### src/address_redirect_binary_search_top_assert.svh
// assertion macros for the address redirect search block
`ifndef ADDRESS_REDIRECT_BINARY_SEARCH_TOP_ASSERT_SVH
`define ADDRESS_REDIRECT_BINARY_SEARCH_TOP_ASSERT_SVH

// same-cycle implication, checked on clk and disabled during reset
`define ARBS_ASSERT_SAME(lbl, ante, cons, msg) \
	lbl: assert property (@(posedge clk) disable iff (!arst_n) (ante) |-> (cons)) \
		else $error(msg);

// next-cycle implication, checked on clk and disabled during reset
`define ARBS_ASSERT_NEXT(lbl, ante, cons, msg) \
	lbl: assert property (@(posedge clk) disable iff (!arst_n) (ante) |=> (cons)) \
		else $error(msg);

`endif

### src/arbs_pkg.sv
// shared types and constants for the address redirect search block
package arbs_pkg;

	localparam int INDEX_W = 10;
	localparam int COUNT_W = 11;
	localparam int OUT_ADDR_W = 48;

	localparam logic CMD_WRITE  = 1'b0;
	localparam logic CMD_LOOKUP = 1'b1;

	typedef struct packed {
		logic load_in;
		logic rd_en;
		logic step;
		logic load_out;
	} arbs_cmd_t;

	typedef struct packed {
		logic searchable;
		logic eq;
		logic empty_next;
	} arbs_stat_t;

endpackage

### src/arbs_ctrl.sv
// sequencer for write, pass-through and binary-search lookup items
`include "address_redirect_binary_search_top_assert.svh"

module arbs_ctrl (
	input  logic                 clk,
	input  logic                 arst_n,
	input  logic                 in_valid,
	output logic                 in_stall,
	output logic                 out_valid,
	input  logic                 out_stall,
	output arbs_pkg::arbs_cmd_t  cmd,
	input  arbs_pkg::arbs_stat_t stat
);

	typedef enum logic [1:0] {
		S_IDLE,
		S_READ,
		S_CMP,
		S_DONE
	} state_t;

	state_t state_q;
	logic   out_valid_q;
	logic   out_free;

	assign out_free = !out_valid_q || !out_stall;

	assign in_stall     = (state_q != S_IDLE);
	assign cmd.load_in  = (state_q == S_IDLE) && in_valid;
	assign cmd.rd_en    = (state_q == S_READ);
	assign cmd.step     = (state_q == S_CMP);
	assign cmd.load_out = (state_q == S_DONE) && out_free;
	assign out_valid    = out_valid_q;

	always_ff @(posedge clk or negedge arst_n) begin
		if (!arst_n) begin
			state_q     <= S_IDLE;
			out_valid_q <= 1'b0;
		end else begin
			if (cmd.load_out) begin
				out_valid_q <= 1'b1;
			end else if (!out_stall) begin
				out_valid_q <= 1'b0;
			end
			case (state_q)
				S_IDLE: begin
					if (in_valid) begin
						state_q <= stat.searchable ? S_READ : S_DONE;
					end
				end
				S_READ: begin
					state_q <= S_CMP;
				end
				S_CMP: begin
					// stop on a match or when the range has closed
					if (stat.eq || stat.empty_next) begin
						state_q <= S_DONE;
					end else begin
						state_q <= S_READ;
					end
				end
				S_DONE: begin
					if (out_free) begin
						state_q <= S_IDLE;
					end
				end
				default: begin
					state_q <= S_IDLE;
				end
			endcase
		end
	end

	`ARBS_ASSERT_NEXT(a_search_start, (state_q == S_IDLE) && in_valid && stat.searchable, state_q == S_READ, "searchable lookup did not start a probe")
	`ARBS_ASSERT_NEXT(a_read_then_cmp, state_q == S_READ, state_q == S_CMP, "probe read not followed by compare")
	`ARBS_ASSERT_SAME(a_out_from_done, $rose(out_valid_q), $past(state_q == S_DONE), "result shown without a finished item")

endmodule

### config.mk
export PLATFORM = sky130hd
export DESIGN_NAME = arbs_ctrl
export DESIGN_NICKNAME = d
export VERILOG_FILES = /design/src/arbs_pkg.sv /design/src/arbs_ctrl.sv
export VERILOG_INCLUDE_DIRS = /design/src /design/src/src
export SDC_FILE = /design/constraint.sdc
export NUM_CORES = 1
export LEC_CHECK = 0
export ABC_AREA = 0
export BUFFER_PORTS_ARGS = -buffer_cell sky130_fd_sc_hd__buf_2
export CAP_MARGIN = 15
export CORE_AREA = 2 2 39 41
export DETAILED_ROUTE_END_ITERATION = 10
export DIE_AREA = 0 0 41 43
export PLACE_DENSITY_LB_ADDON = 0.12
export SLEW_MARGIN = 10
export SYNTH_ARGS = -nofsm -noshare
export SYNTH_HDL_FRONTEND = slang
export SYNTH_SLANG_ARGS = --single-unit
### constraint.sdc
create_clock -name clk -period 1.7 [get_ports clk]
set_clock_uncertainty 0.2 [all_clocks]
set_input_delay 0.17 -clock clk [delete_from_list [all_inputs] [get_ports clk]]
set_output_delay 0.17 -clock clk [all_outputs]
set_load 0.01 [all_outputs]
---- After elaboration in Yosys (flattened, before gate mapping) ----
Cells that the tools add are included.
Widths: inputs -> output; s select.
storage, ports and cells
  register bits after elaboration ......... 3
  memory bits (writable) .................. 0
  memories ................................ 0
  memory bits (read-only) ................. 0
  word-level logic and storage cells ...... 24
  bits of input ports ..................... 7
  bits in latches ......................... 0
operators by class
  $add $sub $neg .......................... 0
  magnitude comparators ................... 0
  eq/ne operators ......................... 6
  multiplexer cells ....................... 7
  $mul .................................... 0
  shift operators ......................... 0
  divide/modulo/power cells ............... 0
  reduce and logical (&&, ||, !) cells .... 9
  bitwise logic cells ..................... 0
operators with widths
  kind                count
  $mux 2              4
  $pmux 2 s4          1
  $eq 2x2->1 const B  2
  $ne 2x2->1 const B  2
  $eq 2x1->1 const B  1
  $logic_and 1x1->1   2
  $logic_not 1->1     2
  $logic_not 2->1     1
  $logic_or 1x1->1    2
  $mux 1              2
  $ne 2x1->1 const B  1
  $reduce_and 2->1    1
  $reduce_bool 2->1   1

---- Longest topological paths before layout ----
Gate-level depths: netlist of the first run.
  word-level depth ........................ 4
  gate-level depth with buffers ........... 3

---- Worst setup path before layout of the first run ----
Ideal clock, no wire load.
  path kind ............................... reg-to-output
  from .................................... register state_q[0]
  to ...................................... output port cmd[3] (netlist bit)
  setup slack ............................. 499 ps
  arrival ................................. 831 ps
  required time ........................... 1330 ps
  stages on the path, launching flop included .. 3
  cell sequence ........................... dfrtp_1 -> or2_4 -> nor2_1
RTL lines
  what                    line             text
  from (decl)             arbs_ctrl.sv:22  state_t state_q;
  from (signal assigned)  arbs_ctrl.sv:48  state_q <= stat.searchable ? S_READ : S_DONE;
  to (decl)               arbs_ctrl.sv:11  output arbs_pkg::arbs_cmd_t cmd,

==> results of run 1 <==
## worst max-delay path: cells and delay by family
kind	cells	cell delay (ns)
compound gates	1	0.22
buf+inv	3	0.84
## flip-flops by register name, indices dropped and copies added (netlist names)
| name | count |
|---|---|
| out_valid | 1 |
| state_q | 2 |
## Yosys cell counts
cell	count
nand3_1	1
nand2_1	3
nor2_1	3
and2b_1	1
a21oi_2	1
inv_1	2
o21ai_0	1
and2b_2	1
a211oi_2	1
dfrtp_1	3
or2_4	1
a21oi_1	1
## final timing paths
path                            cells after the start  slack (ns)       start          to
worst max-delay path                                4         0.1   out_stall      cmd[0]
worst min-delay path                                2        0.06      arst_n   out_valid
worst max register to register                      3        0.53  state_q[0]  state_q[1]
worst min register to register                      2        0.32   out_valid   out_valid
max in group asynchronous                           2        1.14      arst_n  state_q[1]
min in group clk                                    3        0.06    in_valid  state_q[0]
## routing by layer
layer  global-route usage  vias up  share of wire
met4                0.100        0          0.032
met5                    0        -              0
met2               0.0781       12           0.42
met1               0.0519       77           0.43
li1                     -       96              -
met3               0.0157        2           0.12
## cell type report
class                   instances  share of cell area
flip-flops and latches          3               0.256
repair buffers                 14               0.274
multi-input cells              14               0.286
inverters                       2              0.0256
well taps                      16              0.0684
clock buffers                   4              0.0897
## stage by stage
step	hold slack, ns	cell area [um^2]	power [uW]	std cells	util
after floorplan	-0.326	166	290	19	-
after global placement	-0.232	246	387	47	0.178
after detailed placement	-0.233	246	388	47	0.178
after CTS	0.0506	293	525	53	0.212
after global routing	0.0530	293	554	53	0.212
final	0.0578	293	508	53	0.212
## cells by family after synthesis
logic type      after synthesis
buf+inv                       2
compound gates                4
simple gates                 10
flops                         3
## report_power, final
group | internal (uW) | total (uW) | switching [uW]
logic | 116 | 233 | 117
registers | 109 | 149 | 39.4
clock network | 88.0 | 126 | 38.2
total | 313 | 508 | 195
==> impl_metrics.yaml, run 1 <==
run_status:
  status: "finished clean"
finish:
  num_antenna_cells: 0
  layout_commonest_cell: "buf_2"
  final_cell_mix: "buf_2, nor2_1, nand2_1, clkbuf_4, dfrtp_1"
  nFillCells: 151
  area_growth_pct: 75.9
  nets: 45
  multi_input_area_um2: 83.8
  ff_latch_area_um2: 75.1
  drive_gt1_frac: 0.514
die:
  die-area_um2: 1760
  initial_utilization: 0.120
  placement_rows: 14
  coreArea_um2: 1380
  fp.dieW_um: 41
  die_h_um: 43
  ios: 13
clock_network:
  post_cts_buffers: 0
  clock-sinks: 3
  cts.repair.resized: 0
  cts_buffer_depth: 2
  cts_htree_levels: 1
  worstSkewPairLatency_ns: 0.23
  hold_buffers: 2
  clk_pin_slew_ns: 0.04
  cts_tree: "yes"
  cts-root-buf: "clkbuf_4"
  numCtsBuffers: 3
place:
  place.gp.congestion: 0.653
  numPortBuffers: 12
  dp_slack_ns: 0.450
setup_path:
  cpPeakStageDelay_ns: 0.53
  start_kind: "input pin"
  crit_arrival_ns: 1.23
  crit_type: "in2out"
  worstPathCellList: "dlygate4sd3_1 -> buf_2 -> a21oi_1 -> buf_2"
  worst_path_max_delay_cell: "dlygate4sd3_1"
  worstSetupEndpointType: "primary output"
  crit_top_cell: "buf_2"
  crit_fanout: 3
  worstPathRequired_ns: 1.33
sta:
  slew_headroom: 0.849
  finalWorstSetupSlack_ns: 0.0951
  setup_viol: 0
  worst_slew_pin_slew_ns: 0.226
  period_minus_slack_ns: 1.60
  finalCritPeriodShare: 0.944
  fin_tns_setup_ns: 0
  slew_violations: 0
  max_freq_ghz: 0.623
  rsz0062_at_grt: "no"
  hold_viol: 0
global_route:
  grt_pass1_wl_um: 614
  grt_remaining_overflow: 0
  grt_use_total: 0.0594
  antenna_found_initial: 0
  grt_start_max_net_pins: 7
  grt_pass1_vias: 178
power_and_ir_drop:
  leakagePower_uw: 0.000156
  peakVddDrop_v: 0.000490
  p_per_area_nw_per_um2: 1730
flow_run:
  maxCapViolCount: 0
logic_synthesis:
  synthMuxAreaShare: 0
  synth.distinct_cells: 12
  synth.largest_area_cell: "dfrtp_1"
  synth_compound_area_frac: 0.188
  synth_xor_xnor_area_share: 0
  synth_seq_cells: 3
  ys_seq_area_frac: 0.451
  synth-simple-area-share: 0.316
  synthTopCellsByArea: "dfrtp_1, a211oi_2, nand2_1"
  synth_nets: 26
  synth_top_area_frac: 0.451
  netlist_area_um2: 166
  synth_top_family_by_area: "simple AND/OR/NAND/NOR gates"
  syn-mean-instance-area_um2: 8.76
  syn_inst: 19
  synth_warnings: 0
  yosys.area_share.adder: 0
detailed_routing:
  wl_per_cell_um: 8.17
  drc: 0
  ant_nets: 0
  vias_per_cell: 3.53
  firstDrtPassIters: 1
  drt_iter0_markers: 0
  via_count: 187
  routed_wirelength_um: 433
worst_hold_path:
  hp-class: "in2async"
Note: power is estimated with default switching activity, not from simulation.
==> run 2, diff against run 1 <==
--- a/config.mk
+++ b/config.mk
@@ -12,7 +12,7 @@
 export CORE_AREA = 2 2 39 41
 export DETAILED_ROUTE_END_ITERATION = 10
 export DIE_AREA = 0 0 41 43
-export PLACE_DENSITY_LB_ADDON = 0.12
+export PLACE_DENSITY = 0.37
 export SLEW_MARGIN = 10
 export SYNTH_ARGS = -nofsm -noshare
 export SYNTH_HDL_FRONTEND = slang
==> impl_metrics.yaml, run 2 (synthesis results as in run 1) <==
flow_run:
  maxCapViolCount: 0
run_status:
  status: "finished clean"
detailed_routing:
  wl_per_cell_um: 7.70
  drt_iter0_markers: 0
  via_count: 186
  vias_per_cell: 3.51
  ant_nets: 0
  drc: 0
  routed_wirelength_um: 408
  firstDrtPassIters: 1
sta:
  finalWorstSetupSlack_ns: 0.105
  finalCritPeriodShare: 0.938
  hold_viol: 0
  slew_headroom: 0.858
  fin_tns_setup_ns: 0
  period_minus_slack_ns: 1.59
  max_freq_ghz: 0.627
  slew_violations: 0
  setup_viol: 0
  rsz0062_at_grt: "no"
  worst_slew_pin_slew_ns: 0.213
die:
  ios: 13
  placement_rows: 14
  die-area_um2: 1760
  die_h_um: 43
  fp.dieW_um: 41
  initial_utilization: 0.120
  coreArea_um2: 1380
setup_path:
  crit_fanout: 3
  cp.buffers_inverters: 3
  reg2reg_from: "state_q[0]"
  crit_arrival_ns: 1.22
  cpPeakStageDelay_ns: 0.53
  r2r_slack_ns: 0.53
  r2r_cells: 3
  worst_path_max_delay_cell: "dlygate4sd3_1"
  crit_type: "in2out"
  worstSetupEndpointType: "primary output"
  worstPathRequired_ns: 1.33
  start_kind: "input pin"
  path_delay_family: "buffers and inverters"
  crit_top_cell: "buf_2"
  worstPathCellList: "dlygate4sd3_1 -> buf_2 -> a21oi_1 -> buf_2"
  r2r-end: "state_q[1]"
clock_network:
  worstSkewPairLatency_ns: 0.23
  cts-root-buf: "clkbuf_4"
  numCtsBuffers: 3
  cts_tree: "yes"
  cts_buffer_depth: 2
  cts_htree_levels: 1
  clock-sinks: 3
  clk_pin_slew_ns: 0.04
global_route:
  grt_start_max_net_pins: 7
  grt_pass1_vias: 171
  grt_remaining_overflow: 0
  grt_use_total: 0.0543
  antenna_found_initial: 0
  grt_pass1_wl_um: 579
place:
  placed_cell_area_um2: 246
  numPortBuffers: 12
  dp_slack_ns: 0.461
  place.gp.congestion: 0.565
finish:
  largest_register_ffs: 2
  largest-register: "state_q"
  finalInstanceArea_um2: 293
  nets: 45
  nFillCells: 161
  area_growth_pct: 75.9
  num_antenna_cells: 0
  drive_gt1_frac: 0.514
  layout_commonest_cell: "buf_2"
  final_cell_mix: "buf_2, nor2_1, nand2_1, clkbuf_4, dfrtp_1"
power_and_ir_drop:
  p_per_area_nw_per_um2: 1720
  finalPower_uw: 504
  peakVddDrop_v: 0.000394
  leakagePower_uw: 0.000156
worst_hold_path:
  hp-class: "in2async"
run 2: cell counts in the layout (fill, tap and decap cells not counted):
No cell type changed its count.
run 2: layer usage:
metal  part of all wire  track usage
met1               0.42       0.0485
met2               0.42       0.0719
met3               0.16       0.0209
met4                  0       0.0800
met5                  0            0
run 2: worst max-delay path by stage:
stage	end	depth (start not counted)	start	slack (ns)
after detailed placement	cmd[3]	3	state_q[0]	0.46
after floorplan	cmd[3]	2	state_q[0]	0.50
after global routing	cmd[0]	4	out_stall	0.06
after global placement	cmd[0]	3	state_q[1]	0.44
final	cmd[0]	4	out_stall	0.11
after CTS	cmd[0]	4	out_stall	0.1
run 2: report_power, final:
part	switching (uW)	internal, uW
Combinational	120	116
Clock	33.6	87.8
Sequential	37.3	109
Total	191	313
run 2: area by class of cell:
cell class                      instances  area (um^2)  area share
Multi-Input combinational cell         14         83.8       0.286
Clock buffer                            4         26.3      0.0897
Timing Repair Buffer                   14         80.1       0.274
Inverter                                2         7.51      0.0256
Sequential cell                         3         75.1       0.256
Tap cell                               16         20.0      0.0684
run 2: per-stage QoR:
step / std cells / hold slack (ns) / utilization
CTS: 53 / 0.0516 / 0.212
finish: 53 / 0.0598 / 0.212
floorplan: 19 / -0.326 / -
global route: 53 / 0.0722 / 0.212
detailed placement: 47 / -0.229 / 0.178
global placement: 47 / -0.228 / 0.178
run 2: repair_timing:
item,CTS,global route
hold buffers,2,0
hold endpoints to repair,4,0
gates resized for setup,0,0
setup buffers,0,0
